### src/rtl/ppcb_pkg.sv
// shared types and constants for the point-op and cross-blur core
`default_nettype none
package ppcb_pkg;

  localparam int unsigned MAX_WIDTH_DEF  = 1024;
  localparam int unsigned MAX_HEIGHT_DEF = 1024;
  localparam int unsigned PIXEL_BITS     = 16;

  localparam int unsigned PIX_W   = 17;
  localparam int unsigned MAXV_W  = 16;
  localparam int unsigned GEOM_W  = 11;
  localparam int unsigned CIDX_W  = 8;
  localparam int unsigned CDATA_W = 16;

  localparam logic [MAXV_W-1:0] PIX_LIM =
    MAXV_W'((64'd1 << PIXEL_BITS) - 64'd1);

  // register indexes on the config port
  localparam logic [CIDX_W-1:0] REG_MODE   = CIDX_W'(0);
  localparam logic [CIDX_W-1:0] REG_MAXV   = CIDX_W'(1);
  localparam logic [CIDX_W-1:0] REG_WIDTH  = CIDX_W'(2);
  localparam logic [CIDX_W-1:0] REG_HEIGHT = CIDX_W'(3);

  // mode codes
  localparam logic [1:0] MODE_BRIGHT = 2'd0;
  localparam logic [1:0] MODE_DOUBLE = 2'd1;
  localparam logic [1:0] MODE_HALVE  = 2'd2;
  localparam logic [1:0] MODE_BLUR   = 2'd3;

  localparam logic [1:0]        MODE_RST   = MODE_BLUR;
  localparam logic [MAXV_W-1:0] MAXV_RST   = MAXV_W'(255);
  localparam int unsigned       IMG_W_RST  = 640;
  localparam int unsigned       IMG_H_RST  = 480;
  localparam logic [MAXV_W-1:0] BRIGHT_ADD = MAXV_W'(50);

  // req_type codes
  localparam logic REQ_PIXEL = 1'b0;
  localparam logic REQ_DRAIN = 1'b1;

  // divide by 5: (m * DIV5_MUL) >> DIV5_SHIFT is exact for m < 2^19
  localparam int unsigned SUM_W      = 20;
  localparam int unsigned MAG_W      = 19;
  localparam int unsigned PROD_W     = 38;
  localparam int unsigned DIV5_SHIFT = 21;
  localparam logic [MAG_W-1:0] DIV5_MUL = MAG_W'(419431);

  localparam int unsigned OFIFO_DEPTH = 8;
  localparam int unsigned OFIFO_AW    = 3;

  // per-item control decided at accept time
  typedef struct packed {
    logic pix;   // pixel item, writes the line store
    logic emit;  // item produces a result
    logic blur;  // result is the cross mean
    logic last;  // result closes the frame
  } item_ctl_t;

  typedef struct packed {
    logic                    last;
    logic signed [PIX_W-1:0] pixel;
  } out_item_t;

endpackage
`default_nettype wire

### src/rtl/ppcb_out_fifo.sv
// result queue that decouples the output handshake from the pipeline
`default_nettype none
module ppcb_out_fifo (
  input  wire logic                        clk_i,
  input  wire logic                        rst_ni,
  input  wire logic                        push_i,
  input  ppcb_pkg::out_item_t              push_data_i,
  input  wire logic                        pop_i,
  output logic                             valid_o,
  output ppcb_pkg::out_item_t              data_o,
  output logic [ppcb_pkg::OFIFO_AW:0]      count_o
);
  import ppcb_pkg::*;

  out_item_t           buf_q [OFIFO_DEPTH];
  logic [OFIFO_AW-1:0] wp_q, rp_q;
  logic [OFIFO_AW:0]   cnt_q;

  always_ff @(posedge clk_i) begin
    if (push_i) buf_q[wp_q] <= push_data_i;
  end

  always_ff @(posedge clk_i or negedge rst_ni) begin
    if (!rst_ni) begin
      wp_q  <= '0;
      rp_q  <= '0;
      cnt_q <= '0;
    end else begin
      if (push_i) wp_q <= wp_q + OFIFO_AW'(1);
      if (pop_i) rp_q <= rp_q + OFIFO_AW'(1);
      cnt_q <= cnt_q + (OFIFO_AW+1)'(push_i) - (OFIFO_AW+1)'(pop_i);
    end
  end

  assign valid_o = (cnt_q != '0);
  assign data_o  = buf_q[rp_q];
  assign count_o = cnt_q;

endmodule
`default_nettype wire

### config.mk
export PLATFORM = sky130hd
export DESIGN_NAME = ppcb_out_fifo
export DESIGN_NICKNAME = d
export VERILOG_FILES = /design/src/rtl/ppcb_pkg.sv /design/src/rtl/ppcb_out_fifo.sv
export SDC_FILE = /design/constraint.sdc
export NUM_CORES = 1
export LEC_CHECK = 0
export BUFFER_PORTS_ARGS = -buffer_cell sky130_fd_sc_hd__buf_4
export CORE_MARGIN = 3
export CORE_UTILIZATION = 35
export CTS_CLUSTER_DIAMETER = 120
export DETAILED_ROUTE_END_ITERATION = 12
export PLACE_DENSITY = 0.52
export SLEW_MARGIN = 10
export SYNTH_ARGS = -nofsm -noshare
export SYNTH_HDL_FRONTEND = slang
export SYNTH_SLANG_ARGS = --single-unit
export TNS_END_PERCENT = 30
### constraint.sdc
create_clock -name clk_i -period 3.7 [get_ports clk_i]
set_clock_uncertainty 0.1 [all_clocks]
set_input_delay 0.185 -clock clk_i [delete_from_list [all_inputs] [get_ports clk_i]]
set_output_delay 0.185 -clock clk_i [all_outputs]
set_load 0.02 [all_outputs]
==> run metrics <==
port bufs 44; routability cong. 0.6636; Worst Path Max Fanout 20; Yosys top cell by area edfxtp_1; number of synthesized flops with an enable pin 144; power density over the cells 791.9 mW/mm²; DRT iter0 DRCs 147; Residual DRC 0; hpwl dp 6560 µm; Placed Area 0.006721 mm²; clock root buffer clkbuf_16; CP required 3410 ps; Setup CP Type reg2out; Data arrival, critical path 2480 ps; # hold bufs at CTS 21; first-pass GRT wire length 17880 µm; Slew HR 0.4205; design area 0.007510 mm²; Inst Count DP 525; Core ar. 0.01676 mm²; ys async rst share 0.06494; Setup WS post-layout 931.6 ps; status complete, no violations; number of nets still failing antenna checks after routing 0; # Max-Cap Violations 0; Global Route Usage Sum 0.1340; Peak VDD IR 0.0003604 V; Mapped Area 0.006052 mm²; n_diodes 0; Area Growth Syn to Fin 24.09%; global route overflow 0; Seq cells post-synth 154; Clk Latency, worst-skew pair 410 ps; final WL 11510 µm; Ys Warns 0; Die W 137.5 µm; maximum clock frequency 0.3612 GHz; Mapped Avg Cell Area 23.28 µm²; Netlist cell types 21; Num CTS Buffers 17; min-delay worst type in2async; syn_nets 290; CTS resizes 0; Die Span Y 137.5 µm; final layout net count 375; worst slew pin tran 869.3 ps; die area 0.01890 mm²; CTS Buffer Depth 2; Initial Util 0.3611; Rows 47; Critical-path top delay cell dfrtp_2; CP max stage delay 750 ps; Setup Fix Bufs, Post-CTS 0; Final Setup Violations 0; top cell type's share of synthesized area 0.7145; Final Critical Period 2768 ps; crit-path cells buf_12 -> mux4_1 -> mux2_2 -> buf_4; Non-Filler Instances 578; CTS H-tree lvls 4; fin crit share 0.7482; Worst-path clk slew 60 ps; Critical Path End Type output port; Seq/Total Area, Yosys 0.7558; Leak 2.627 nW; WL/cell 19.91 µm; ys flop type edfxtp_1; Via-to-Cell Ratio 4.804; vias post-DR 2777; most common library cells after synthesis edfxtp_1, mux4_1, mux2_2; largest net degree at the start of global routing 21; Cells after Synth 260; Tot Pwr 5.947 mW; Ports 45; max-slew violations 0; Clock Sinks 154; antenna violations before repair 0; share of cells above drive strength 1 0.3520; largest cells by area after synthesis edfxtp_1, mux4_1, dfrtp_1, mux2_2, mux4_2; CTS tree yes; vias in the first global route 3021; critical path startpoint category flip-flop; endpoints failing hold 0; RSZ-0062 raised after global routing no; Setup TNS Final 0 ps; drt first pass iters 5; top-count cell post-synth edfxtp_1; pre-CTS WS 1322 ps
flip-flops by register name (all words and copies together), names as in the netlist:
register,cells
buf_q,144
count_o,4
rp_q,3
wp_q,3
cells by family after synthesis:
logic type	after synthesis	synth area share
fa+ha+maj	8	0.01778
simple gates	16	0.01178
buf+inv	18	0.01654
xor+xnor	6	0.008685
mux	56	0.1873
compound gates	2	0.002067
flops	154	0.7558
layer usage:
layer / GRT usage / part of all wire
met3: 0.03871 / 0.042
met1: 0.1694 / 0.43
met2: 0.2248 / 0.52
met4: 0.03991 / 0.011
met5: 0 / 0
worst paths after layout:
| path | startpoint | end | slack, ps | depth (start not counted) |
|---|---|---|---|---|
| worst max register to register | wp_q[0]$_DFFE_PN0P_ | buf_q[7][15]$_DFFE_PP_ | 1760 | 3 |
| worst max-delay path | rp_q[0]$_DFFE_PN0P_ | data_o[0] | 930 | 4 |
| min in group clk_i | pop_i | rp_q[0]$_DFFE_PN0P_ | 440 | 3 |
| worst min-delay path | rst_ni | rp_q[0]$_DFFE_PN0P_ | 40 | 2 |
| max in group asynchronous | rst_ni | rp_q[0]$_DFFE_PN0P_ | 3300 | 2 |
| worst min register to register | wp_q[1]$_DFFE_PN0P_ | wp_q[1]$_DFFE_PN0P_ | 460 | 1 |
where the power goes:
part           internal [mW]  switching [mW]  leakage (nW)
registers               2.21           0.223          1.42
logic                  0.961           0.894         0.932
clock network          0.990           0.669         0.271
cell usage in the layout (no fill, tap or decap), types with 4 or more instances in the layout:
master         count
edfxtp_1         144
clkinv_2           4
dfrtp_1            9
buf_4             53
clkinvlp_4         5
ha_1               7
mux4_1            26
mux2_2            20
nand2_1            4
inv_1              8
nor2_2             6
clkbuf_16         17
dlygate4sd3_1     21
mux4_2            10
worst max-delay path, delay by kind of cell (launching register included):
kind     cells  cell delay, ps
flops        1             750
mux          2             870
buf+inv      2             440
per-stage QoR:
stage               hold WS [ps]  utilization
floorplan                 -210.6            -
global placement          -72.98       0.4010
detailed placement        -74.00       0.4010
CTS                        22.53       0.4481
global route               49.61       0.4481
finish                     44.92       0.4481
final cells by class:
class	count	area, µm²
clock buffers	17	425.4
clock inverters	15	152.6
multi-input cells	88	1403
well taps	220	275.3
inverters	8	30.03
repair buffers	76	648.1
flip-flops and latches	154	4576
fillers	1450	9250
Power figures use the tool's default switching activity.
