`src/rtl/ppcb_pkg.sv`:
```
// shared types and constants for the point-op and cross-blur core
`default_nettype none
package ppcb_pkg;

  localparam int unsigned MAX_WIDTH_DEF  = 1024;
  localparam int unsigned MAX_HEIGHT_DEF = 1024;
  localparam int unsigned PIXEL_BITS     = 16;

  localparam int unsigned PIX_W   = 17;
  localparam int unsigned MAXV_W  = 16;
  localparam int unsigned GEOM_W  = 11;
  localparam int unsigned CIDX_W  = 8;
  localparam int unsigned CDATA_W = 16;

  localparam logic [MAXV_W-1:0] PIX_LIM =
    MAXV_W'((64'd1 << PIXEL_BITS) - 64'd1);

  // register indexes on the config port
  localparam logic [CIDX_W-1:0] REG_MODE   = CIDX_W'(0);
  localparam logic [CIDX_W-1:0] REG_MAXV   = CIDX_W'(1);
  localparam logic [CIDX_W-1:0] REG_WIDTH  = CIDX_W'(2);
  localparam logic [CIDX_W-1:0] REG_HEIGHT = CIDX_W'(3);

  // mode codes
  localparam logic [1:0] MODE_BRIGHT = 2'd0;
  localparam logic [1:0] MODE_DOUBLE = 2'd1;
  localparam logic [1:0] MODE_HALVE  = 2'd2;
  localparam logic [1:0] MODE_BLUR   = 2'd3;

  localparam logic [1:0]        MODE_RST   = MODE_BLUR;
  localparam logic [MAXV_W-1:0] MAXV_RST   = MAXV_W'(255);
  localparam int unsigned       IMG_W_RST  = 640;
  localparam int unsigned       IMG_H_RST  = 480;
  localparam logic [MAXV_W-1:0] BRIGHT_ADD = MAXV_W'(50);

  // req_type codes
  localparam logic REQ_PIXEL = 1'b0;
  localparam logic REQ_DRAIN = 1'b1;

  // divide by 5: (m * DIV5_MUL) >> DIV5_SHIFT is exact for m < 2^19
  localparam int unsigned SUM_W      = 20;
  localparam int unsigned MAG_W      = 19;
  localparam int unsigned PROD_W     = 38;
  localparam int unsigned DIV5_SHIFT = 21;
  localparam logic [MAG_W-1:0] DIV5_MUL = MAG_W'(419431);

  localparam int unsigned OFIFO_DEPTH = 8;
  localparam int unsigned OFIFO_AW    = 3;

  // per-item control decided at accept time
  typedef struct packed {
    logic pix;   // pixel item, writes the line store
    logic emit;  // item produces a result
    logic blur;  // result is the cross mean
    logic last;  // result closes the frame
  } item_ctl_t;

  typedef struct packed {
    logic                    last;
    logic signed [PIX_W-1:0] pixel;
  } out_item_t;

endpackage
`default_nettype wire

```
`src/rtl/ppcb_cross_mean.sv`:
```
// cross sum, divide by five and result select, three pipeline stages
`default_nettype none
module ppcb_cross_mean (
  input  wire logic                               clk_i,
  input  wire logic                               rst_ni,
  input  wire logic                               acc_i,
  input  ppcb_pkg::item_ctl_t                     ctl_i,
  input  wire logic signed [ppcb_pkg::PIX_W-1:0]  pix_val_i,
  input  wire logic signed [ppcb_pkg::PIX_W-1:0]  cen_i,
  input  wire logic signed [ppcb_pkg::PIX_W-1:0]  oth_i,
  input  wire logic signed [ppcb_pkg::PIX_W-1:0]  up_i,
  output logic                                    push_o,
  output ppcb_pkg::out_item_t                     push_data_o,
  output logic [1:0]                              inflight_o
);
  import ppcb_pkg::*;

  logic                    s1_v_q;
  item_ctl_t               s1_ctl_q;
  logic signed [PIX_W-1:0] down_q, left_q;
  logic signed [SUM_W-1:0] sum1;

  logic                    s2_v_q, s2_blur_q, s2_last_q;
  logic signed [SUM_W-1:0] s2_sum_q;
  logic signed [PIX_W-1:0] s2_val_q;
  logic [SUM_W-1:0]        mag20;
  logic [PROD_W-1:0]       prod;

  logic                    s3_v_q, s3_blur_q, s3_last_q, s3_neg_q;
  logic [PROD_W-1:0]       s3_prod_q;
  logic signed [PIX_W-1:0] s3_val_q;
  logic [PIX_W-1:0]        quo, res;

  assign sum1 = SUM_W'(cen_i) + SUM_W'(left_q) + SUM_W'(oth_i) + SUM_W'(up_i) +
                SUM_W'(down_q);

  always_ff @(posedge clk_i or negedge rst_ni) begin
    if (!rst_ni) begin
      s1_v_q <= 1'b0;
      s2_v_q <= 1'b0;
      s3_v_q <= 1'b0;
    end else begin
      s1_v_q <= acc_i;
      s2_v_q <= s1_v_q & s1_ctl_q.emit;
      s3_v_q <= s2_v_q;
    end
  end

  always_ff @(posedge clk_i) begin
    if (acc_i) begin
      s1_ctl_q <= ctl_i;
      down_q   <= pix_val_i;
    end
    // left neighbour is the centre seen by the previous pixel item
    if (s1_v_q && s1_ctl_q.pix) left_q <= cen_i;
    s2_sum_q  <= sum1;
    s2_val_q  <= s1_ctl_q.pix ? cen_i : oth_i;
    s2_blur_q <= s1_ctl_q.blur;
    s2_last_q <= s1_ctl_q.last;
    s3_prod_q <= prod;
    s3_neg_q  <= s2_sum_q[SUM_W-1];
    s3_val_q  <= s2_val_q;
    s3_blur_q <= s2_blur_q;
    s3_last_q <= s2_last_q;
  end

  always_comb begin
    mag20 = s2_sum_q[SUM_W-1] ? SUM_W'(-s2_sum_q) : SUM_W'(s2_sum_q);
    prod  = PROD_W'(mag20[MAG_W-1:0]) * PROD_W'(DIV5_MUL);
  end

  // truncation toward zero: divide the magnitude, restore the sign
  always_comb begin
    quo = s3_prod_q[DIV5_SHIFT +: PIX_W];
    res = s3_neg_q ? PIX_W'(-quo) : quo;
    push_o            = s3_v_q;
    push_data_o.last  = s3_last_q;
    push_data_o.pixel = s3_blur_q ? $signed(res) : s3_val_q;
    inflight_o = 2'(s1_v_q & s1_ctl_q.emit) + 2'(s2_v_q) + 2'(s3_v_q);
  end

endmodule
`default_nettype wire

```
`config.mk`:
```
export PLATFORM = sky130hd
export DESIGN_NAME = ppcb_cross_mean
export DESIGN_NICKNAME = d
export VERILOG_FILES = /design/src/rtl/ppcb_pkg.sv /design/src/rtl/ppcb_cross_mean.sv
export SDC_FILE = /design/constraint.sdc
export NUM_CORES = 1
export LEC_CHECK = 0
export BUFFER_PORTS_ARGS = -buffer_cell sky130_fd_sc_hd__buf_4
export CAP_MARGIN = 20
export CORE_MARGIN = 5
export CORE_UTILIZATION = 35
export CTS_CLUSTER_SIZE = 40
export DETAILED_ROUTE_END_ITERATION = 10
export PLACE_DENSITY = 0.5
export SLEW_MARGIN = 20
export SYNTH_ARGS = -nofsm -noshare
export SYNTH_HDL_FRONTEND = slang
export SYNTH_SLANG_ARGS = --single-unit
```
`constraint.sdc`:
```
create_clock -name clk_i -period 20.4 [get_ports clk_i]
set_input_delay 2.04 -clock clk_i [delete_from_list [all_inputs] [get_ports clk_i]]
set_output_delay 2.04 -clock clk_i [all_outputs]
set_load 0.005 [all_outputs]
```
==> flow_summary_export.csv, run 1 <==
group,metric,value,unit
setup_path,worstPathMaxFanout,7,
logic_synthesis,synth_nets,1497,
drt,drc_errors,0,
min_path,worstHoldStart,"s2_val_q[5]$_DFF_P_",
floorplanning,start_util,35.5,%
floorplanning,core.rowCount,67,
run_status,outcome,"completed",
cells_and_area,fin_cells,1631,
job,cap_violations,0,
setup_path,endpoint_kind,"flop",
global_route,track_usage,14.9,%
floorplanning,die-width,195,um
logic_synthesis,synthTopCellsByArea,"fa_1 (29%), ha_1 (19%), dfxtp_1 (13%)",
logic_synthesis,synth_top_area_cell,"fa_1",
setup_path,reg2reg_slack,12.38,ns
min_path,min_path_cells,0,
logic_synthesis,synth-main-ff-cell,"dfxtp_1",
drt,drt_wl_total,26800,um
placed_design,gp_congestion,0.907,
sta,grt_setup_unrepaired,"false",
drt,dr.first_iter.drc_count,265,
floorplanning,ios,96,
sta,skew,0.0147,ns
sta,worst_pin_slew,1.00,ns
logic_synthesis,synth-xor-area-share,7.17,%
setup_path,r2r_start,"s2_sum_q[0]$_DFF_P_",
setup_path,critPathLaunchType,"flop",
drt,viasPerCell,4.54,
logic_synthesis,seq_area_frac_synth,23.0,%
sta,slew_violations,0,
logic_synthesis,synthCells,1065,
min_path,whs_endpoint,"s3_val_q[5]$_DFF_P_",
clock_tree,htreeDepth,4,
sta,fin_tns_setup,0,ns
global_route,grt.busiest_layer,"met2",
sta,period_needed,8.02,ns
logic_synthesis,ys_async_sr_fraction,2.56,%
global_route,grt_pass1_vias,8467,
sta,fmax,125,MHz
clock_tree,cts_resized,0,
cells_and_area,syn2layout_area_growth,15.6,%
logic_synthesis,synth-compound-area-share,6.54,%
sta,max_slew_margin,33.2,%
clock_tree,clkTransAtPathRegs,0.05,ns
floorplanning,core,33600,um2
setup_path,slowest_delay,0.54,ns
setup_path,r2r-end,"s3_prod_q[37]$_DFF_P_",
drt,firstDrtPassIters,4,
placed_design,dp_cells,1599,
clock_tree,cts_buffer_depth,2,
setup_path,worst_path_max_delay_cell,"fa_1",
cells_and_area,nets,1602,
clock_tree,clock-sinks,117,
placed_design,portBuffers,95,
clock_tree,cts_setup_buffers,0,
setup_path,crit_type,"reg -> reg",
logic_synthesis,synthDistinctLibCells,60,
logic_synthesis,ys_warn_count,0,
floorplanning,fp.dieArea,37900,um2
setup_path,critPathRequiredTime,20.73,ns
global_route,met2_usage,24.7,%
global_route,grt_max_degree,28,
setup_path,cp.arrival,8.35,ns
cells_and_area,drive_gt1_share,13.9,%
clock_tree,hold_buffers,0,
drt,routedWlPerCell,16.4,um
logic_synthesis,synthSimpleGateAreaFrac,5.36,%
logic_synthesis,synth-seq-cells,117,
min_path,hp-class,"reg -> reg",
logic_synthesis,synthMuxAreaShare,2.43,%
clock_tree,cts_inserted_buffers,17,
clock_tree,clockRootBuffer,"clkbuf_16",
logic_synthesis,netlist_area,11900,um2
sta,period_share,39.3,%
sta,finalSetupViolCount,0,
drt,antenna_left,0,
clock_tree,insertion_delay,0.41,ns
clock_tree,tritoncts,"done",
logic_synthesis,synth_edf_count,38,
cells_and_area,num_antenna_cells,0,
global_route,grt_pass1_wl,44900,um
global_route,gr-usage-met3,2.79,%
logic_synthesis,avgSynthCellArea,11.2,um2
setup_path,path_buf_inv,6,
logic_synthesis,synth_top_family_by_area,"adder cells",
sta,hold_viol,0,
floorplanning,die_h,195,um
global_route,grt.overflow.total,0,
global_route,met1_usage,20.0,%
global_route,antenna_found_initial,0,
drt,via_count,7411,
logic_synthesis,synth_top_area_share,29.2,%
placed_design,hpwl,23900,um
setup_path,cp_common_cell,"inv_1",
placed_design,place_ws,12.34,ns
cells_and_area,post-route-util,41.0,%
logic_synthesis,synthAdderAreaFrac,48.4,%
sta,layout_setup_ws,12.38,ns
setup_path,reg2regPathDepth,29,
setup_path,critPathTopFamily,"adder cells",
==> how the worst max path moves through the flow <==
stage	startpoint	end	slack [ns]	cells after the start
global route	s2_sum_q[0]$_DFF_P_	s3_prod_q[37]$_DFF_P_	11.88	29
detailed placement	s2_sum_q[0]$_DFF_P_	s3_prod_q[37]$_DFF_P_	12.34	29
floorplan	s2_sum_q[0]$_DFF_P_	s3_prod_q[37]$_DFF_P_	13.29	29
CTS	s2_sum_q[0]$_DFF_P_	s3_prod_q[37]$_DFF_P_	12.32	29
global placement	s2_sum_q[0]$_DFF_P_	s3_prod_q[37]$_DFF_P_	12.42	29
finish	s2_sum_q[0]$_DFF_P_	s3_prod_q[37]$_DFF_P_	12.38	29
==> worst reg2reg max path: cells and delay by family (launching register included) <==
kind / cells / cell delay, ns
adder cells (fa/ha/maj): 8 / 3.38
buffers and inverters: 6 / 0.53
AND/OR/NAND/NOR: 4 / 1.19
XOR/XNOR: 1 / 0.42
AO/OA/AOI/OAI: 10 / 2.02
flip-flops: 1 / 0.41
==> area by class of cell <==
type	count	area, um2
clock buffers	24	512
clock inverters	8	119
fillers	3226	19800
inverters	213	800
multi-input cells	726	8340
flip-flops and latches	117	2740
well taps	448	561
repair buffers	95	713
==> sequential cells by signal (all words and copies together), names as in the netlist <==
signal,count
s2_sum_q,20
down_q,17
left_q,17
s2_val_q,17
s3_prod_q,17
s3_val_q,17
s1_ctl_q,4
push_o,1
s1_v_q,1
s2_blur_q,1
s2_last_q,1
s2_v_q,1
s3_blur_q,1
s3_last_q,1
s3_neg_q,1
==> through the flow <==
stage | instance area, um2 | hold WS [ns]
2_1_floorplan | 11900 | 0.310
3_3_place_gp | 13100 | 0.311
3_5_place_dp | 13100 | 0.312
4_1_cts | 13800 | 0.323
5_1_grt | 13800 | 0.327
6_report | 13800 | 0.321
==> kinds of logic (layout without fill, tap and decap cells) <==
kind of cell | Yosys count | after routing
multiplexers | 26 | 26
flip-flops | 117 | 117
AND/OR/NAND/NOR | 131 | 131
AO/OA/AOI/OAI | 117 | 117
adder cells (fa/ha/maj) | 357 | 357
XOR/XNOR | 95 | 95
buffers and inverters | 222 | 340
==> layer usage <==
metal | vias up | routed length, um | part of all wire, %
li1 | 3667 | - | -
met1 | 3574 | 12500 | 46
met2 | 142 | 12700 | 47
met3 | 28 | 1170 | 4.4
met4 | 0 | 527 | 2.0
met5 | - | 0 | 0
==> cells in the mapped netlist (3+ instances only) <==
cell type,count
o31ai_1,6
mux2_2,24
o21ai_0,18
o41ai_1,3
fa_1,174
inv_1,211
ha_1,183
o21ai_1,4
dfrtp_1,3
dfxtp_1,76
o211ai_1,4
or3_1,6
nand2_1,28
and3_1,3
nor3_1,8
xor2_1,40
a21oi_1,37
and2_1,7
edfxtp_1,38
a21o_1,18
o21a_1,3
or4_1,3
nor2_1,44
nor2b_1,6
nand2b_1,3
clkbuf_1,7
nand3_1,9
nand4_1,4
o21bai_1,4
xnor2_1,52
==> cells in the final DEF (no fill, tap or decap), drive strengths merged, types with 6 or more instances in the layout <==
| master | count |
|---|---|
| o21ai | 23 |
| a21o | 18 |
| nor2 | 45 |
| o31ai | 6 |
| nor3 | 9 |
| edfxtp | 38 |
| and2 | 7 |
| a21oi | 37 |
| xnor2 | 54 |
| nor2b | 6 |
| or3 | 7 |
| ha | 183 |
| mux2 | 24 |
| buf | 95 |
| xor2 | 41 |
| dfxtp | 76 |
| nand2 | 28 |
| fa | 174 |
| inv | 213 |
| nand3 | 9 |
| clkbuf | 24 |
Power of run 1 is left out: the tool's default activity adds up to more than one toggle a clock period on the data nets, which glitch-free logic cannot reach.
==> inputs of run 2 (changes only) <==
Settings changed: PLACE_DENSITY 0.5 to 0.52.
Clock period 20.4 ns to 7 ns, I/O delays scaled along.
==> flow_summary_export.csv, run 2 (synthesis results as in run 1) <==
group,metric,value,unit
cells_and_area,nets,1705,
floorplanning,core.rowCount,67,
sta,skew,0.00939,ns
cells_and_area,fill_cells,3123,
cells_and_area,drive_gt1_share,25.8,%
clock_tree,cts_inserted_buffers,17,
clock_tree,clock-sinks,117,
clock_tree,clkTransAtPathRegs,0.06,ns
drt,drt_wl_total,28900,um
drt,wl_met1,12700,um
clock_tree,cts_buffer_depth,2,
global_route,track_usage,16.0,%
sta,finalSetupViolCount,9,
setup_path,worstPathMaxFanout,3,
clock_tree,clockRootBuffer,"clkbuf_16",
sta,slew_violations,0,
sta,grt_setup_unrepaired,"true",
run_status,violations,"setup timing",
placed_design,hpwl,25100,um
setup_path,cp.arrival,7.58,ns
drt,routedWlPerCell,16.6,um
sta,fmax,137,MHz
drt,viasPerCell,4.53,
min_path,hp-class,"in -> async",
cells_and_area,regMostFlops,"s2_sum_q",
placed_design,dp_cells,1681,
clock_tree,tritoncts,"done",
placed_design,gp_congestion,0.904,
floorplanning,fp.dieArea,37900,um2
setup_path,reg2regPathDepth,30,
drt,top_layer_used,"met4",
sta,max_slew_margin,35.7,%
sta,period_share,104,%
clock_tree,htreeDepth,4,
global_route,grt_pass1_wl,47800,um
cells_and_area,multi_input_area,8760,um2
cells_and_area,final-seq-area,2740,um2
setup_path,crit_type,"reg -> reg",
global_route,grt_max_degree,28,
drt,via_count,7868,
cells_and_area,final_cell_mix,"inv_1 (196), buf_4 (192), fa_1 (174)",
drt,firstDrtPassIters,4,
global_route,antenna_found_initial,1,
floorplanning,die_h,195,um
setup_path,critPathLaunchType,"flop",
drt,antenna_left,0,
clock_tree,insertion_delay,0.42,ns
cells_and_area,fin_cells,1735,
run_status,outcome,"finished with violations",
sta,worst_pin_slew,0.963,ns
setup_path,endpoint_kind,"flop",
global_route,grt.overflow.total,0,
floorplanning,die-width,195,um
cells_and_area,syn2layout_area_growth,25.6,%
floorplanning,core,33600,um2
setup_path,slowest_delay,0.54,ns
setup_path,critPathRequiredTime,7.30,ns
cells_and_area,largest_reg_flops,20,
floorplanning,start_util,35.5,%
placed_design,portBuffers,95,
sta,layout_setup_ws,-0.279,ns
drt,drc_errors,0,
setup_path,cp_common_cell,"fa_1",
setup_path,worst_path_max_delay_cell,"fa_1",
drt,wl_met3,1200,um
global_route,grt_pass1_vias,9044,
sta,hold_viol,0,
sta,period_needed,7.28,ns
drt,dr.first_iter.drc_count,208,
floorplanning,ios,96,
cells_and_area,final_common_cell,"inv_1",
job,cap_violations,0,
drt,wl_met2,14200,um
[run 2: cell types whose count changed in the layout (fill, tap and decap cells not counted), moves of 5 or more]
cell      before  now
a21oi_1       37   31
xnor2_1       52   46
ha_1         183  167
inv_2          2   17
a21oi_2        0    5
ha_4           0   15
buf_4         95  192
inv_1        211  196
xnor2_2        2    7
buf_6          0    6
clkbuf_8       6    0
[run 2: layout make-up]
type | count | area share [%]
Antenna cell | 1 | 0.0167
Sequential cell | 117 | 18.3
Tap cell | 448 | 3.74
Clock inverter | 13 | 0.978
Timing Repair Buffer | 198 | 10.1
Clock buffer | 19 | 3.03
Inverter | 213 | 5.34
Multi-Input combinational cell | 726 | 58.5
[run 2: worst paths after layout]
kind	slack (ns)	to	from
setup / recovery	-0.28	s3_prod_q[37]$_DFF_P_	s2_sum_q[3]$_DFF_P_
hold / removal	0.06	push_o$_DFF_PN0_	rst_ni
setup reg to reg	-0.28	s3_prod_q[37]$_DFF_P_	s2_sum_q[3]$_DFF_P_
min in group clk_i	0.32	s3_val_q[4]$_DFF_P_	s2_val_q[4]$_DFF_P_
hold reg to reg	0.32	s3_val_q[4]$_DFF_P_	s2_val_q[4]$_DFF_P_
max in group asynchronous	6.85	s2_v_q$_DFF_PN0_	rst_ni
[run 2: routing by layer]
layer,GRT usage (%),vias to the layer above
li1,-,3866
met1,20.2,3812
met2,27.7,151
met3,2.77,39
met4,5.26,0
met5,0,-
[run 2: repair_timing]
action,4_1_cts,5_1_grt
pin swaps,26,57
resized for setup,24,53
hold endpoints to repair,0,0
buffers inserted,14,11
setup endpoints to repair,11,17
hold buffers,0,0
[run 2: worst max-delay path, delay by kind of cell, from the launching register on]
kind,cells,cell delay (ns)
simple gates,8,1.44
fa+ha+maj,7,3.04
buf+inv,7,0.52
compound gates,7,1.58
xor+xnor,1,0.22
flops,1,0.33
[run 2: metrics by stage]
stage               utilization, %  hold WS [ns]  instance area (um2)  setup WS (ns)  TNS [ns]
detailed placement            41.1         0.312                13800         -0.376     -2.05
CTS                           43.5        0.0393                14600         -0.272     -2.56
finish                        44.5        0.0566                15000         -0.279     -1.11
floorplan                        -         0.310                12000         0.0177         0
global placement              41.1         0.311                13800         -0.255     -1.28
global route                  44.5        0.0388                15000         -0.606     -5.58
Power of run 2 is left out for the same reason.
==> inputs of run 3 (changes only) <==
Settings changed: PLACE_DENSITY 0.52 to 0.5.
Clock period 7 ns to 7.3 ns, I/O delays scaled along.
==> flow_summary_export.csv, run 3 (synthesis results as in run 1) <==
group,metric,value,unit
setup_path,path_buf_inv,4,
placed_design,portBuffers,95,
setup_path,r2r-end,"s3_prod_q[37]$_DFF_P_",
sta,hold_viol,0,
setup_path,endpoint_kind,"flop",
cells_and_area,regMostFlops,"s2_sum_q",
setup_path,cp.arrival,7.50,ns
setup_path,reg2reg_slack,0.1,ns
drt,via_count,7821,
placed_design,place_ws,-0.166,ns
floorplanning,core,33600,um2
global_route,track_usage,15.7,%
floorplanning,ios,96,
floorplanning,core.rowCount,67,
placed_design,hpwl,25000,um
floorplanning,start_util,35.5,%
setup_path,critPathRequiredTime,7.59,ns
sta,layout_setup_ws,0.0991,ns
setup_path,critPathTopFamily,"adder cells",
setup_path,worst_path_max_delay_cell,"or4_4",
floorplanning,die-width,195,um
sta,fmax,139,MHz
clock_tree,hold_buffers,0,
cells_and_area,syn2layout_area_growth,22.7,%
sta,finalSetupViolCount,0,
global_route,grt_pass1_wl,46800,um
clock_tree,tritoncts,"done",
global_route,grt.overflow.total,0,
cells_and_area,drive_gt1_share,23.6,%
sta,period_share,98.6,%
setup_path,reg2regPathDepth,27,
global_route,grt_pass1_vias,8922,
job,cap_violations,0,
cells_and_area,largest_reg_flops,20,
clock_tree,htreeDepth,4,
sta,worst_pin_slew,0.994,ns
drt,drt_wl_total,28500,um
setup_path,worstPathMaxFanout,4,
setup_path,cp_common_cell,"fa_1",
sta,slew_violations,0,
clock_tree,cts_buffer_depth,2,
clock_tree,insertion_delay,0.42,ns
setup_path,cp-startpoint,"s2_sum_q[3]$_DFF_P_",
floorplanning,die_h,195,um
floorplanning,fp.dieArea,37900,um2
cells_and_area,final_common_cell,"inv_1",
clock_tree,clkTransAtPathRegs,0.06,ns
drt,firstDrtPassIters,4,
drt,viasPerCell,4.57,
sta,skew,0.0103,ns
cells_and_area,fill_cells,3156,
drt,antenna_left,0,
global_route,antenna_found_initial,1,
drt,dr.first_iter.drc_count,238,
clock_tree,clockRootBuffer,"clkbuf_16",
sta,grt_setup_unrepaired,"true",
drt,drc_errors,0,
cells_and_area,num_antenna_cells,0,
setup_path,critPathLaunchType,"flop",
clock_tree,cts_inserted_buffers,17,
sta,max_slew_margin,33.6,%
drt,routedWlPerCell,16.7,um
sta,period_needed,7.20,ns
clock_tree,clock-sinks,117,
cells_and_area,final_cell_mix,"inv_1 (194), ha_1 (174), fa_1 (173)",
setup_path,r2r_start,"s2_sum_q[3]$_DFF_P_",
setup_path,slowest_delay,0.61,ns
min_path,hp-class,"in -> async",
run_status,outcome,"completed",
cells_and_area,nets,1682,
global_route,grt_max_degree,28,
placed_design,gp_congestion,0.928,
setup_path,crit_type,"reg -> reg",
[run 3: routing by layer]
metal,wire [um],vias up,GRT usage [%]
li1,-,3829,-
met1,12500,3816,19.6
met2,14000,146,27.6
met3,1290,30,2.74
met4,677,0,5.08
met5,0,-,0
[run 3: how the worst max path moves through the flow]
stage                                        to  cells after the start
after floorplan           s3_prod_q[37]$_DFF_P_                     29
after global placement    s3_prod_q[37]$_DFF_P_                     29
after detailed placement  s3_prod_q[37]$_DFF_P_                     29
after CTS                 s3_prod_q[37]$_DFF_P_                     29
after global routing      s3_prod_q[34]$_DFF_P_                     29
final                     s3_prod_q[37]$_DFF_P_                     27
[run 3: layout make-up]
type | instances | area [um2] | area share, %
timing repair buffer | 175 | 1330 | 9.06
sequential | 117 | 2740 | 18.7
inverter | 213 | 800 | 5.46
tap | 448 | 561 | 3.83
clock buffer | 19 | 475 | 3.25
clock inverter | 13 | 120 | 0.821
multi-input combinational | 726 | 8610 | 58.8
[run 3: metrics by stage]
stage               cell area [um2]  util [%]  std cells  setup TNS, ns  hold slack (ns)
floorplan                     11900         -       1065              0            0.310
detailed placement            13700      40.7       1670         -0.275            0.312
finish                        14600      43.5       1711              0           0.0825
global placement              13700      40.7       1670              0            0.312
global route                  14600      43.5       1711          -1.90           0.0644
CTS                           14300      42.6       1705              0           0.0669
[run 3: repair_timing]
item | 4_1_cts | 5_1_grt
endpoints found under the setup margin | 3 | 12
gates cloned | 0 | 0
resized for setup | 9 | 60
buffers inserted | 3 | 6
pin swaps | 2 | 53
Power of run 3 is left out for the same reason.
