==> src/rtl/ppcb_pkg.sv <==
// shared types and constants for the point-op and cross-blur core
`default_nettype none
package ppcb_pkg;

  localparam int unsigned MAX_WIDTH_DEF  = 1024;
  localparam int unsigned MAX_HEIGHT_DEF = 1024;
  localparam int unsigned PIXEL_BITS     = 16;

  localparam int unsigned PIX_W   = 17;
  localparam int unsigned MAXV_W  = 16;
  localparam int unsigned GEOM_W  = 11;
  localparam int unsigned CIDX_W  = 8;
  localparam int unsigned CDATA_W = 16;

  localparam logic [MAXV_W-1:0] PIX_LIM =
    MAXV_W'((64'd1 << PIXEL_BITS) - 64'd1);

  // register indexes on the config port
  localparam logic [CIDX_W-1:0] REG_MODE   = CIDX_W'(0);
  localparam logic [CIDX_W-1:0] REG_MAXV   = CIDX_W'(1);
  localparam logic [CIDX_W-1:0] REG_WIDTH  = CIDX_W'(2);
  localparam logic [CIDX_W-1:0] REG_HEIGHT = CIDX_W'(3);

  // mode codes
  localparam logic [1:0] MODE_BRIGHT = 2'd0;
  localparam logic [1:0] MODE_DOUBLE = 2'd1;
  localparam logic [1:0] MODE_HALVE  = 2'd2;
  localparam logic [1:0] MODE_BLUR   = 2'd3;

  localparam logic [1:0]        MODE_RST   = MODE_BLUR;
  localparam logic [MAXV_W-1:0] MAXV_RST   = MAXV_W'(255);
  localparam int unsigned       IMG_W_RST  = 640;
  localparam int unsigned       IMG_H_RST  = 480;
  localparam logic [MAXV_W-1:0] BRIGHT_ADD = MAXV_W'(50);

  // req_type codes
  localparam logic REQ_PIXEL = 1'b0;
  localparam logic REQ_DRAIN = 1'b1;

  // divide by 5: (m * DIV5_MUL) >> DIV5_SHIFT is exact for m < 2^19
  localparam int unsigned SUM_W      = 20;
  localparam int unsigned MAG_W      = 19;
  localparam int unsigned PROD_W     = 38;
  localparam int unsigned DIV5_SHIFT = 21;
  localparam logic [MAG_W-1:0] DIV5_MUL = MAG_W'(419431);

  localparam int unsigned OFIFO_DEPTH = 8;
  localparam int unsigned OFIFO_AW    = 3;

  // per-item control decided at accept time
  typedef struct packed {
    logic pix;   // pixel item, writes the line store
    logic emit;  // item produces a result
    logic blur;  // result is the cross mean
    logic last;  // result closes the frame
  } item_ctl_t;

  typedef struct packed {
    logic                    last;
    logic signed [PIX_W-1:0] pixel;
  } out_item_t;

endpackage
`default_nettype wire

==> src/rtl/ppcb_ctrl.sv <==
// config registers, point operation and stream position counters
`default_nettype none
module ppcb_ctrl #(
  parameter int unsigned MAX_WIDTH  = ppcb_pkg::MAX_WIDTH_DEF,
  parameter int unsigned MAX_HEIGHT = ppcb_pkg::MAX_HEIGHT_DEF
) (
  input  wire logic                                 clk_i,
  input  wire logic                                 rst_ni,
  input  wire logic                                 cfg_we_i,
  input  wire logic [ppcb_pkg::CIDX_W-1:0]          cfg_index_i,
  input  wire logic [ppcb_pkg::CDATA_W-1:0]         cfg_data_i,
  input  wire logic                                 acc_i,
  input  wire logic                                 req_type_i,
  input  wire logic signed [ppcb_pkg::PIX_W-1:0]    pixel_in_i,
  output ppcb_pkg::item_ctl_t                       ctl_o,
  output logic [$clog2(MAX_WIDTH)-1:0]              wr_addr_o,
  output logic [$clog2(MAX_WIDTH)-1:0]              rd_addr_o,
  output logic signed [ppcb_pkg::PIX_W-1:0]         pix_val_o
);
  import ppcb_pkg::*;

  localparam int unsigned AW  = $clog2(MAX_WIDTH);
  localparam int unsigned WW  = $clog2(MAX_WIDTH + 1);
  localparam int unsigned HAW = $clog2(MAX_HEIGHT);
  localparam int unsigned HW  = $clog2(MAX_HEIGHT + 1);
  localparam int unsigned W_RST = (IMG_W_RST > MAX_WIDTH) ? MAX_WIDTH : IMG_W_RST;
  localparam int unsigned H_RST = (IMG_H_RST > MAX_HEIGHT) ? MAX_HEIGHT : IMG_H_RST;

  logic [1:0]        mode_q, mode_d;
  logic [MAXV_W-1:0] mx_q, mx_d;
  logic [WW-1:0]     w_q, w_d;
  logic [HW-1:0]     h_q, h_d;
  logic [AW-1:0]     wa_q, wa_d;
  logic [WW-1:0]     pend_q, pend_d;
  logic [AW-1:0]     col_q, col_d;
  logic [HAW-1:0]    row_q, row_d;

  logic              cfg_hit;
  logic              is_pix, emit, col_end, row_end, blur;
  logic [AW-1:0]     wa_nx;
  logic [WW-1:0]     diff;
  logic [WW-1:0]     drain_addr;
  logic              invalid;
  logic [MAXV_W:0]   sum_b, dbl;
  logic [MAXV_W-1:0] pv;

  // point operation
  always_comb begin
    invalid = pixel_in_i[PIX_W-1] | (pixel_in_i[MAXV_W-1:0] > mx_q);
    sum_b   = {1'b0, pixel_in_i[MAXV_W-1:0]} + {1'b0, BRIGHT_ADD};
    dbl     = {pixel_in_i[MAXV_W-1:0], 1'b0};
    case (mode_q)
      MODE_BRIGHT: pv = (sum_b > {1'b0, mx_q}) ? mx_q : sum_b[MAXV_W-1:0];
      MODE_DOUBLE: pv = (dbl > {1'b0, mx_q}) ? mx_q : dbl[MAXV_W-1:0];
      MODE_HALVE:  pv = {1'b0, pixel_in_i[MAXV_W-1:1]};
      default:     pv = pixel_in_i[MAXV_W-1:0];
    endcase
    pix_val_o = invalid ? '1 : {1'b0, pv};
  end

  always_comb begin
    cfg_hit = cfg_we_i && (cfg_index_i == REG_MODE || cfg_index_i == REG_MAXV ||
                           cfg_index_i == REG_WIDTH || cfg_index_i == REG_HEIGHT);
    is_pix  = (req_type_i == REQ_PIXEL);
    col_end = ({1'b0, col_q} == w_q - WW'(1));
    row_end = ({1'b0, row_q} == h_q - HW'(1));
    emit    = is_pix ? (pend_q == w_q) : (pend_q != '0);
    blur    = is_pix && (mode_q == MODE_BLUR) && (row_q != '0) && !row_end &&
              (col_q != '0) && !col_end;
    wa_nx   = ({1'b0, wa_q} == w_q - WW'(1)) ? '0 : wa_q + AW'(1);
    // oldest pending sample sits pend places behind the write pointer
    diff       = {1'b0, wa_q} - pend_q;
    drain_addr = ({1'b0, wa_q} >= pend_q) ? diff : diff + w_q;

    ctl_o.pix  = is_pix;
    ctl_o.emit = emit;
    ctl_o.blur = blur;
    ctl_o.last = row_end && col_end;
    wr_addr_o  = wa_q;
    rd_addr_o  = is_pix ? wa_nx : drain_addr[AW-1:0];
  end

  always_comb begin
    mode_d = mode_q;
    mx_d   = mx_q;
    w_d    = w_q;
    h_d    = h_q;
    wa_d   = wa_q;
    pend_d = pend_q;
    col_d  = col_q;
    row_d  = row_q;
    if (cfg_hit) begin
      case (cfg_index_i)
        REG_MODE: mode_d = cfg_data_i[1:0];
        REG_MAXV: mx_d = (cfg_data_i > PIX_LIM) ? PIX_LIM : cfg_data_i;
        REG_WIDTH: begin
          if (cfg_data_i[GEOM_W-1:0] == '0) w_d = WW'(1);
          else if (32'(cfg_data_i[GEOM_W-1:0]) > MAX_WIDTH) w_d = WW'(MAX_WIDTH);
          else w_d = WW'(cfg_data_i[GEOM_W-1:0]);
        end
        default: begin
          if (cfg_data_i[GEOM_W-1:0] == '0) h_d = HW'(1);
          else if (32'(cfg_data_i[GEOM_W-1:0]) > MAX_HEIGHT) h_d = HW'(MAX_HEIGHT);
          else h_d = HW'(cfg_data_i[GEOM_W-1:0]);
        end
      endcase
      wa_d   = '0;
      pend_d = '0;
      col_d  = '0;
      row_d  = '0;
    end else if (acc_i) begin
      if (is_pix) begin
        wa_d = wa_nx;
        if (!emit) pend_d = pend_q + WW'(1);
      end else if (emit) begin
        pend_d = pend_q - WW'(1);
      end
      if (emit) begin
        if (row_end && col_end) begin
          col_d = '0;
          row_d = '0;
        end else if (col_end) begin
          col_d = '0;
          row_d = row_q + HAW'(1);
        end else begin
          col_d = col_q + AW'(1);
        end
      end
    end
  end

  always_ff @(posedge clk_i or negedge rst_ni) begin
    if (!rst_ni) begin
      mode_q <= MODE_RST;
      mx_q   <= MAXV_RST;
      w_q    <= WW'(W_RST);
      h_q    <= HW'(H_RST);
      wa_q   <= '0;
      pend_q <= '0;
      col_q  <= '0;
      row_q  <= '0;
    end else begin
      mode_q <= mode_d;
      mx_q   <= mx_d;
      w_q    <= w_d;
      h_q    <= h_d;
      wa_q   <= wa_d;
      pend_q <= pend_d;
      col_q  <= col_d;
      row_q  <= row_d;
    end
  end

endmodule
`default_nettype wire

==> config.mk <==
export PLATFORM = sky130hd
export DESIGN_NAME = ppcb_ctrl
export DESIGN_NICKNAME = d
export VERILOG_FILES = /design/src/rtl/ppcb_pkg.sv /design/src/rtl/ppcb_ctrl.sv
export SDC_FILE = /design/constraint.sdc
export NUM_CORES = 1
export LEC_CHECK = 0
export BUFFER_PORTS_ARGS = -buffer_cell sky130_fd_sc_hd__buf_2
export CAP_MARGIN = 20
export CORE_MARGIN = 5
export CORE_UTILIZATION = 50
export DETAILED_ROUTE_END_ITERATION = 8
export MAX_ROUTING_LAYER = met4
export PLACE_DENSITY = 0.69
export SLEW_MARGIN = 20
export SYNTH_ARGS = -nofsm -noshare
export SYNTH_HDL_FRONTEND = slang
export SYNTH_SLANG_ARGS = --single-unit
export TNS_END_PERCENT = 5
==> constraint.sdc <==
create_clock -name clk_i -period 9.4 [get_ports clk_i]
set_input_delay 0.94 -clock clk_i [delete_from_list [all_inputs] [get_ports clk_i]]
set_output_delay 0.94 -clock clk_i [all_outputs]
set_load 0.005 [all_outputs]
==> results of run 1 <==
## sequential cells by signal (all words and copies together), names as in the netlist
name / cells
wr_addr_o: 10
h_q: 11
pend_q: 11
w_q: 11
row_q: 10
mx_q: 16
col_q: 10
mode_q: 2
## how the worst max path moves through the flow
stage                                   startpoint            end  slack (ns)
after floorplan                      pixel_in_i[8]  pix_val_o[13]        4.66
after global placement               pixel_in_i[1]   pix_val_o[1]        4.33
after detailed placement             pixel_in_i[1]   pix_val_o[1]        4.21
after CTS                 wr_addr_o[0]$_DFFE_PN0P_   rd_addr_o[9]        4.17
after global routing                 pixel_in_i[1]   pix_val_o[1]        3.83
final                     wr_addr_o[0]$_DFFE_PN0P_   rd_addr_o[9]        4.14
## through the flow
step / cell area (um^2) / hold WS [ns] / setup slack (ns) / power (uW) / instances
2_1_floorplan: 8786 / 0.4681 / 4.657 / 1354 / 1078
3_3_place_gp: 9238 / 0.4899 / 4.333 / 1626 / 1331
3_5_place_dp: 9238 / 0.5030 / 4.215 / 1643 / 1331
4_1_cts: 9515 / 0.4593 / 4.168 / 1995 / 1347
5_1_grt: 9515 / 0.4730 / 3.826 / 2166 / 1347
6_report: 9515 / 0.4542 / 4.137 / 1994 / 1347
## layout make-up
type                            instances  area (um^2)
Clock buffer                           10        229.0
Inverter                               55        206.4
Multi-Input combinational cell        878         6225
Timing Repair Buffer                   92        478.0
Tap cell                              225        281.5
Clock inverter                          6        48.80
Fill cell                            1653         7781
Sequential cell                        81         2047
## cell usage in the layout, fill, tap and decap left out, types with 9 or more instances in the layout
cell / Yosys / layout
ha_1: 82 / 82
o41ai_1: 11 / 11
mux2i_1: 25 / 25
nand2_1: 96 / 96
mux2_2: 35 / 35
xnor2_1: 44 / 44
a211oi_1: 19 / 19
a31oi_1: 10 / 10
a21oi_1: 59 / 59
o22ai_1: 17 / 17
dfstp_2: 16 / 16
nand3_1: 54 / 54
nor2_1: 76 / 76
nand2b_1: 18 / 18
inv_1: 54 / 54
nor3b_1: 10 / 10
a21o_1: 10 / 10
nand4_1: 16 / 16
and3_1: 15 / 15
clkbuf_16: 0 / 9
nor3_1: 39 / 39
dfrtp_1: 65 / 65
xor2_1: 47 / 47
buf_2: 9 / 85
nor4_1: 22 / 22
nor2b_1: 11 / 11
o21ai_0: 48 / 48
or3_1: 13 / 13
## routing by layer
layer	global-route usage	part of all wire
met4	0.08804	0.024
met2	0.3872	0.47
met5	-	0
met3	0.02554	0.052
met1	0.3322	0.46
## logic make-up after synthesis
family	Yosys count
simple gates	406
flops	81
buf+inv	119
fa+ha+maj	85
compound gates	235
xor+xnor	92
mux	60
## synthesized netlist by cell type, types with 4 or more instances
cell / n
nand4_1: 16
o21bai_1: 5
o21ai_2: 5
o21ai_0: 48
o22ai_1: 17
nor3_1: 39
a31oi_1: 10
clkbuf_1: 44
xor2_1: 47
nor4_1: 22
nor3b_1: 10
buf_6: 5
nor2_1: 76
o211ai_1: 4
mux2_2: 35
nor2b_1: 11
o221a_2: 5
or3_1: 13
a21o_1: 10
o21a_1: 4
or2_2: 7
nand3_1: 54
a211oi_1: 19
buf_2: 9
and4_1: 6
dfstp_2: 16
o21ai_1: 4
and3_1: 15
buf_4: 5
o41ai_1: 11
ha_1: 82
xnor2_1: 44
nand2_1: 96
mux2i_1: 25
inv_1: 54
nand2b_1: 18
a21oi_1: 59
dfrtp_1: 65
## power by group
part | internal [uW] | switching (uW)
clock network | 182 | 156
logic | 516 | 625
registers | 401 | 112
## worst max-delay path: cells and delay by family (launching register included)
kind	cells	cell delay (ns)
AO/OA/AOI/OAI	6	1.34
adder cells (fa/ha/maj)	3	0.85
AND/OR/NAND/NOR	4	0.64
flip-flops	1	0.52
XOR/XNOR	2	0.35
buffers and inverters	3	0.29
==> results.ini, run 1 <==
[global_routing]
grt_pass1_wl_um=40070
track_usage=0.2469
overflow=0
antenna_found_initial=0
grt_pass1_vias=7898
grt_max_degree=65

[synthesis]
synth_ff_type=dfrtp_1
synth_top_family_by_area=simple AND/OR/NAND/NOR gates
yosysTopAreaCell=dfrtp_1
synth_compound_area_frac=0.1797
yosys.area_share.simple=0.2385
synth_edf_count=0
synth-async-reset-ratio=1.000
synthXorXnorAreaFrac=0.09328
syn_avg_cell_area_um2=8.150
synth_top_area_frac=0.1851
synthMuxAreaShare=0.07334
synth_fa_ha_area_frac=0.1236
synthCells=1078
syn_area_mm2=0.008786
ys_top_cells_by_area=dfrtp_1, ha_1, dfstp_2, xor2_1, mux2_2
synth-seq-area-share=0.2330
synth.yosys.warnings=0
syn-num-nets=1209
synth.distinct_cells=80
ys_ff_latch=81

[clock_tree]
clkTransAtPathRegs_ns=0.06
cts_buffers=9
cts_buffer_depth=2
cts_root_buf=clkbuf_16
ctsHoldBuffers=0
clock_latency_ns=0.35
htree_levels=3
post_cts_buffers=0
cts_tree=yes
clkSinkCount=81
postCtsResizedCells=0

[power_and_ir_drop]
p_per_area_mw_per_mm2=209.6
p_leak_uw=0.004188
vdd_drop_max_uv=137.1

[finish]
fin_util=0.5501
final_nets=1248
drive_above_1_share=0.1702
diodes=0
syn2layout_area_growth_pct=8.303

[critical_path]
critical_path_required_ns=8.46
path_max_fanout=8
arrival_ns=4.32
cp_slowest_cell=dfrtp_1
worstSetupStartpointType=flop
ff2ff_setup_slack_ns=6.33
slowest_delay_ns=0.52
path_cells=inv_1 > ha_1 > inv_1 > fa_1 > a21o_1 > a211oi_1 > nor2_1 > nor2_1 > xnor2_1 > ha_1 > or2_2 > o31a_1 > a211oi_1 > nor3b_1 > a311o_1 > xor2_1 > a22o_2 > buf_2
worstReg2RegStart=w_q[0]$_DFFE_PN0P_
r2r_end=row_q[8]$_DFFE_PN0P_
worst_r2r_path_depth=9
end_kind=primary output
path_class=flop to primary output

[placement]
hpwlAfterDp_um=18050
io_buffers=86
gp_congestion=0.9487

[timing]
maxSlewHeadroom=0.3011
hold_viol_final=0
slew_viol_final=0
setup_tns_ns=0
fmax_mhz=190.0
clock-skew-final_ns=0.005417
rsz0062_at_grt=false
setup_violations=0
finalCritPeriodShare=0.5599
fin_crit_ns=5.263
worstMarginPinSlew_ns=1.046

[drt]
routed_wl_um=24210
via_count=8224
drtIter0Drc=580
firstDrtPassIters=5
drtAntennaViolNets=0
remaining_drc_errors=0
post_drt_wl_per_cell_um=17.97
viasPerCell=6.105

[flow_run]
maxCapViolCount=0

[die]
fp-row-count=48
die_h_um=142.6
dieArea_mm2=0.02032
core-area_mm2=0.01730
die_x_um=142.6
initial_core_util=0.5080
ios=87

[status]
status=finished clean

[worst_hold_path]
hold_class=primary input to async pin

(Power assumes the default switching activity.)
==> inputs of run 2 (changes only) <==
Clock period 9.4 ns to 5.1 ns, I/O delays scaled along.
==> run 2 against run 1 <==
- count of clock-buffer cells in the layout up 2
- highest routed layer unchanged
- hold slack worse by 0.43 ns
- die area is the same
- power grew 87%
- clock skew is 0.0048 ns higher
- critical endpoint unchanged
- non-clock buffer count rose by 2
- global-route usage is 0.32 points lower
- sequential share of layout area fell by 0.10 points
==> results.ini, run 2 (synthesis results as in run 1) <==
[status]
status=finished clean  ; unchanged

[timing]
fin_crit_ns=4.776
setup_tns_ns=0  ; unchanged
worstMarginPinSlew_ns=0.9355  ; was 1.046 ns
fmax_mhz=209.4
rsz0062_at_grt=false  ; unchanged
finalCritPeriodShare=0.9364
hold_viol_final=0  ; unchanged
whs_ns=0.02407  ; was 0.4542 ns
slew_viol_final=0  ; unchanged
maxSlewHeadroom=0.3734  ; was 0.3011
clock-skew-final_ns=0.01026  ; was 0.005417 ns
setup_violations=0  ; unchanged

[drt]
route.met3.wl_um=1079  ; was 1249 um
routed_wl_um=24030  ; was 24210 um
met2WireLength_um=11560  ; was 11280 um
firstDrtPassIters=5  ; unchanged
drtAntennaViolNets=0  ; unchanged
met1Wirelength_um=11080  ; was 11100 um
top_layer_used=met4  ; unchanged
post_drt_wl_per_cell_um=17.81  ; was 17.97 um
via_count=8141  ; was 8224
viasPerCell=6.035  ; was 6.105
remaining_drc_errors=0  ; unchanged
drtIter0Drc=579  ; was 580

[clock_tree]
clock_latency_ns=0.35  ; about the same
cts_root_buf=clkbuf_16  ; unchanged
cts_tree=yes  ; unchanged
htree_levels=3  ; unchanged
ctsHoldBuffers=0  ; unchanged
clkTransAtPathRegs_ns=0.07  ; was 0.06 ns
post_cts_buffers=0  ; unchanged
clkSinkCount=81  ; unchanged
cts_buffers=9  ; unchanged
cts_buffer_depth=2  ; unchanged
postCtsResizedCells=0  ; unchanged

[critical_path]
path_max_fanout=8  ; unchanged
path_class=flop to primary output  ; unchanged
end_kind=primary output  ; unchanged
ff2ff_setup_slack_ns=2.06  ; was 6.33 ns
critical_path_required_ns=4.59  ; was 8.46 ns
worstSetupStartpointType=flop  ; unchanged
arrival_ns=4.27  ; was 4.32 ns
worst_r2r_path_depth=9  ; unchanged

[power_and_ir_drop]
power_uw=3725  ; was 1994 uW
vdd_drop_max_uv=238.6  ; was 137.1 uV
p_per_area_mw_per_mm2=389.6  ; was 209.6 mW/mm^2
p_leak_uw=0.004213  ; was 0.004188 uW

[placement]
hpwlAfterDp_um=17920  ; was 18050 um
gp_congestion=0.9143  ; was 0.9487
io_buffers=86  ; unchanged

[finish]
layout_common_cells=nand2_1, buf_2, ha_1  ; unchanged
diodes=0  ; unchanged
regMostFlops=mx_q  ; unchanged
fin_util=0.5527  ; was 0.5501
drive_above_1_share=0.1717  ; was 0.1702
syn2layout_area_growth_pct=8.815  ; was 8.303%
final_nets=1250  ; was 1248
largest_register_ffs=16  ; unchanged
final_common_cell=nand2_1  ; unchanged

[die]
dieArea_mm2=0.02032  ; unchanged
initial_core_util=0.5080  ; unchanged
die_h_um=142.6  ; unchanged
ios=87  ; unchanged
fp-row-count=48  ; unchanged
core-area_mm2=0.01730  ; unchanged
die_x_um=142.6  ; unchanged

[global_routing]
overflow=0  ; unchanged
antenna_found_initial=0  ; unchanged
track_usage=0.2437  ; was 0.2469
grt_pass1_wl_um=39460  ; was 40070 um
grt_max_degree=65  ; unchanged
grt_pass1_vias=7627  ; was 7898

[flow_run]
maxCapViolCount=0  ; unchanged

[worst_hold_path]
hold_class=primary input to async pin  ; unchanged

## run 2: per-stage QoR
step	area, um^2	std cells	worst slack, ns
after floorplan	8786	1078	1.131
after global placement	9253	1333	0.5614
after detailed placement	9253	1333	0.4689
after CTS	9560	1349	0.3371
after global routing	9560	1349	0.08982
final	9560	1349	0.3243
## run 2: metal layers
metal / up-vias / track usage
met5: - / -
met3: 27 / 0.02083
met4: 0 / 0.05553
li1: 4004 / -
met2: 203 / 0.4021
met1: 3907 / 0.3270
## run 2: final timing paths
path	start	end
max	wr_addr_o[0]$_DFFE_PN0P_	rd_addr_o[9]
min	rst_ni	row_q[5]$_DFFE_PN0P_
max reg2reg	w_q[0]$_DFFE_PN0P_	row_q[8]$_DFFE_PN0P_
min reg2reg	h_q[6]$_DFFE_PN1P_	h_q[6]$_DFFE_PN1P_
max in group asynchronous	rst_ni	mx_q[11]$_DFFE_PN0P_
min in group clk_i	cfg_data_i[15]	mx_q[15]$_DFFE_PN0P_
## run 2: report_power, final
group | switching (uW) | leakage [uW] | total, uW | internal, uW
sequential | 204 | 0.000992 | 944 | 739
clock | 283 | 0.000154 | 675 | 393
combinational | 1150 | 0.00307 | 2110 | 955
total | 1640 | 0.00421 | 3720 | 2090
## run 2: cell type report
cell class	instances	area, um^2
clock buffers	12	279.0
multi-input cells	878	6225
repair buffers	94	493.0
clock inverters	4	28.78
inverters	55	206.4
flip-flops and latches	81	2047
fillers	1633	7736
well taps	225	281.5
## run 2: worst max-delay path, cell delays in order, from the launching register on
cell and delay, ns:
dfrtp_1 0.49, inv_1 0.11, ha_1 0.16, inv_1 0.06, fa_1 0.39, a21o_1 0.19, a211oi_1 0.24, nor2_1 0.09
nor2_1 0.12, xnor2_1 0.17, ha_1 0.30, or2_2 0.31, o31a_1 0.14, a211oi_1 0.25, nor3b_1 0.10, a311o_1 0.29
xor2_1 0.16, a22o_2 0.21, buf_2 0.12
==> inputs of run 3 (changes only) <==
Settings changed: CORE_UTILIZATION 50 to 45, PLACE_DENSITY 0.69 to 0.65.
==> run 3 against run 2 <==
- register-to-register slack is essentially flat
- first-iteration DRC count fell by 24%
- design area increased by 0.71%
- critical endpoint unchanged
- highest routed layer unchanged
==> results.ini, run 3 (synthesis results as in run 1) <==
[status]
status=finished clean  ; unchanged

[clock_tree]
cts_root_buf=clkbuf_16  ; unchanged
ctsHoldBuffers=0  ; unchanged
cts_buffer_depth=2  ; unchanged
clkTransAtPathRegs_ns=0.07  ; about the same
cts_buffers=9  ; unchanged
post_cts_buffers=0  ; unchanged
cts_tree=yes  ; unchanged
htree_levels=3  ; unchanged
postCtsResizedCells=0  ; unchanged
clkSinkCount=81  ; unchanged
clock_latency_ns=0.36  ; was 0.35 ns

[critical_path]
path_class=flop to primary output  ; unchanged
path_max_fanout=6  ; was 8
arrival_ns=4.26  ; was 4.27 ns
worstSetupStartpointType=flop  ; unchanged
end_kind=primary output  ; unchanged
worst_r2r_path_depth=9  ; unchanged
critical_path_required_ns=4.59  ; about the same

[timing]
rsz0062_at_grt=false  ; unchanged
finalCritPeriodShare=0.9350  ; was 0.9364
worstMarginPinSlew_ns=1.026  ; was 0.9355 ns
clock-skew-final_ns=0.01424  ; was 0.01026 ns
hold_viol_final=0  ; unchanged
fin_crit_ns=4.769  ; was 4.776 ns
fmax_mhz=209.7  ; was 209.4 MHz
maxSlewHeadroom=0.3128  ; was 0.3734
slew_viol_final=0  ; unchanged
setup_tns_ns=0  ; unchanged
setup_violations=0  ; unchanged

[placement]
gp_congestion=0.9390  ; was 0.9143
io_buffers=86  ; unchanged
hpwlAfterDp_um=18680  ; was 17920 um

[drt]
via_count=8149  ; was 8141
remaining_drc_errors=0  ; unchanged
routed_wl_um=24580  ; was 24030 um
post_drt_wl_per_cell_um=17.66  ; was 17.81 um
drtAntennaViolNets=0  ; unchanged
viasPerCell=5.854  ; was 6.035
drtIter0Drc=440  ; was 579
firstDrtPassIters=5  ; unchanged

[global_routing]
grt_pass1_vias=8067  ; was 7627
grt_pass1_wl_um=41060  ; was 39460 um
track_usage=0.2323  ; was 0.2437
grt_max_degree=56  ; was 65
antenna_found_initial=1  ; was 0
overflow=0  ; unchanged

[power_and_ir_drop]
p_leak_uw=0.004221  ; was 0.004213 uW
p_per_area_mw_per_mm2=388.4  ; was 389.6 mW/mm^2
vdd_drop_max_uv=229.2  ; was 238.6 uV

[finish]
largest_register_ffs=16  ; unchanged
layout_common_cells=nand2_1, buf_2, ha_1  ; unchanged
final_nets=1252  ; was 1250
regMostFlops=mx_q  ; unchanged
final_common_cell=nand2_1  ; unchanged
fin_util=0.4980  ; was 0.5527
syn2layout_area_growth_pct=9.584  ; was 8.815%
drive_above_1_share=0.1732  ; was 0.1717

[die]
die_x_um=149.7  ; was 142.6 um
initial_core_util=0.4544  ; was 0.5080
fp-row-count=51  ; was 48
die_h_um=149.7  ; was 142.6 um
ios=87  ; unchanged
dieArea_mm2=0.02242  ; was 0.02032 mm^2
core-area_mm2=0.01933  ; was 0.01730 mm^2

[flow_run]
maxCapViolCount=0  ; unchanged

[worst_hold_path]
hold_class=primary input to async pin  ; unchanged

## run 3: cell count changes in the layout (fill, tap and decap cells not counted), sizes merged
cell,delta
buf,+2
diode,+1
## run 3: power by group
group / internal (uW) / switching [uW]
clock network: 393 / 297
registers: 739 / 202
logic: 958 / 1150
total: 2090 / 1650
## run 3: area by class of cell
type / instances / area (um^2)
Fill cell: 1904 / 9707
Multi-Input combinational cell: 878 / 6225
Sequential cell: 81 / 2047
Timing Repair Buffer: 96 / 508.0
Tap cell: 265 / 331.6
Clock buffer: 12 / 279.0
Inverter: 55 / 206.4
Clock inverter: 4 / 28.78
Antenna cell: 1 / 2.502
## run 3: critical path, cell delays in order (launching register included)
cell	delay, ns
dfrtp_1	0.54
ha_1	0.24
inv_1	0.06
fa_1	0.39
a21o_1	0.19
a211oi_1	0.23
nor2_1	0.10
nor2_1	0.12
xnor2_1	0.16
ha_1	0.29
or2_2	0.31
o31a_1	0.13
a211oi_1	0.24
nor3b_1	0.09
a311o_1	0.32
xor2_1	0.17
a22o_2	0.21
buf_2	0.12
## run 3: metrics by stage
step / std cells / cell area (um^2) / setup slack (ns) / hold slack (ns) / power [uW]
after CTS: 1391 / 9625 / 0.2977 / 0.07820 / 3751
after global routing: 1392 / 9628 / 0.04708 / 0.1054 / 4076
after detailed placement: 1375 / 9318 / 0.4789 / 0.4640 / 3050
after global placement: 1375 / 9318 / 0.5086 / 0.4647 / 3015
after floorplan: 1078 / 8786 / 1.131 / 0.2144 / 2496
final: 1392 / 9628 / 0.3315 / 0.05981 / 3740
## run 3: worst paths after layout
path | startpoint | endpoint | slack [ns]
max in group asynchronous | rst_ni | h_q[4]$_DFFE_PN0P_ | 4.00
setup reg to reg | w_q[0]$_DFFE_PN0P_ | row_q[8]$_DFFE_PN0P_ | 2.05
hold / removal | rst_ni | wr_addr_o[7]$_DFFE_PN0P_ | 0.06
hold reg to reg | h_q[6]$_DFFE_PN1P_ | h_q[6]$_DFFE_PN1P_ | 0.51
setup / recovery | pend_q[0]$_DFFE_PN0P_ | rd_addr_o[9] | 0.33
min in group clk_i | cfg_data_i[13] | mx_q[13]$_DFFE_PN0P_ | 0.38
## run 3: metal layers
metal,routed length (um),share of wire,vias to the layer above,global-route usage
met5,0,0,-,-
met4,573,0.023,0,0.08005
met3,1171,0.048,40,0.02756
met2,11730,0.48,226,0.3769
met1,11110,0.45,3868,0.3020
li1,-,-,4015,-
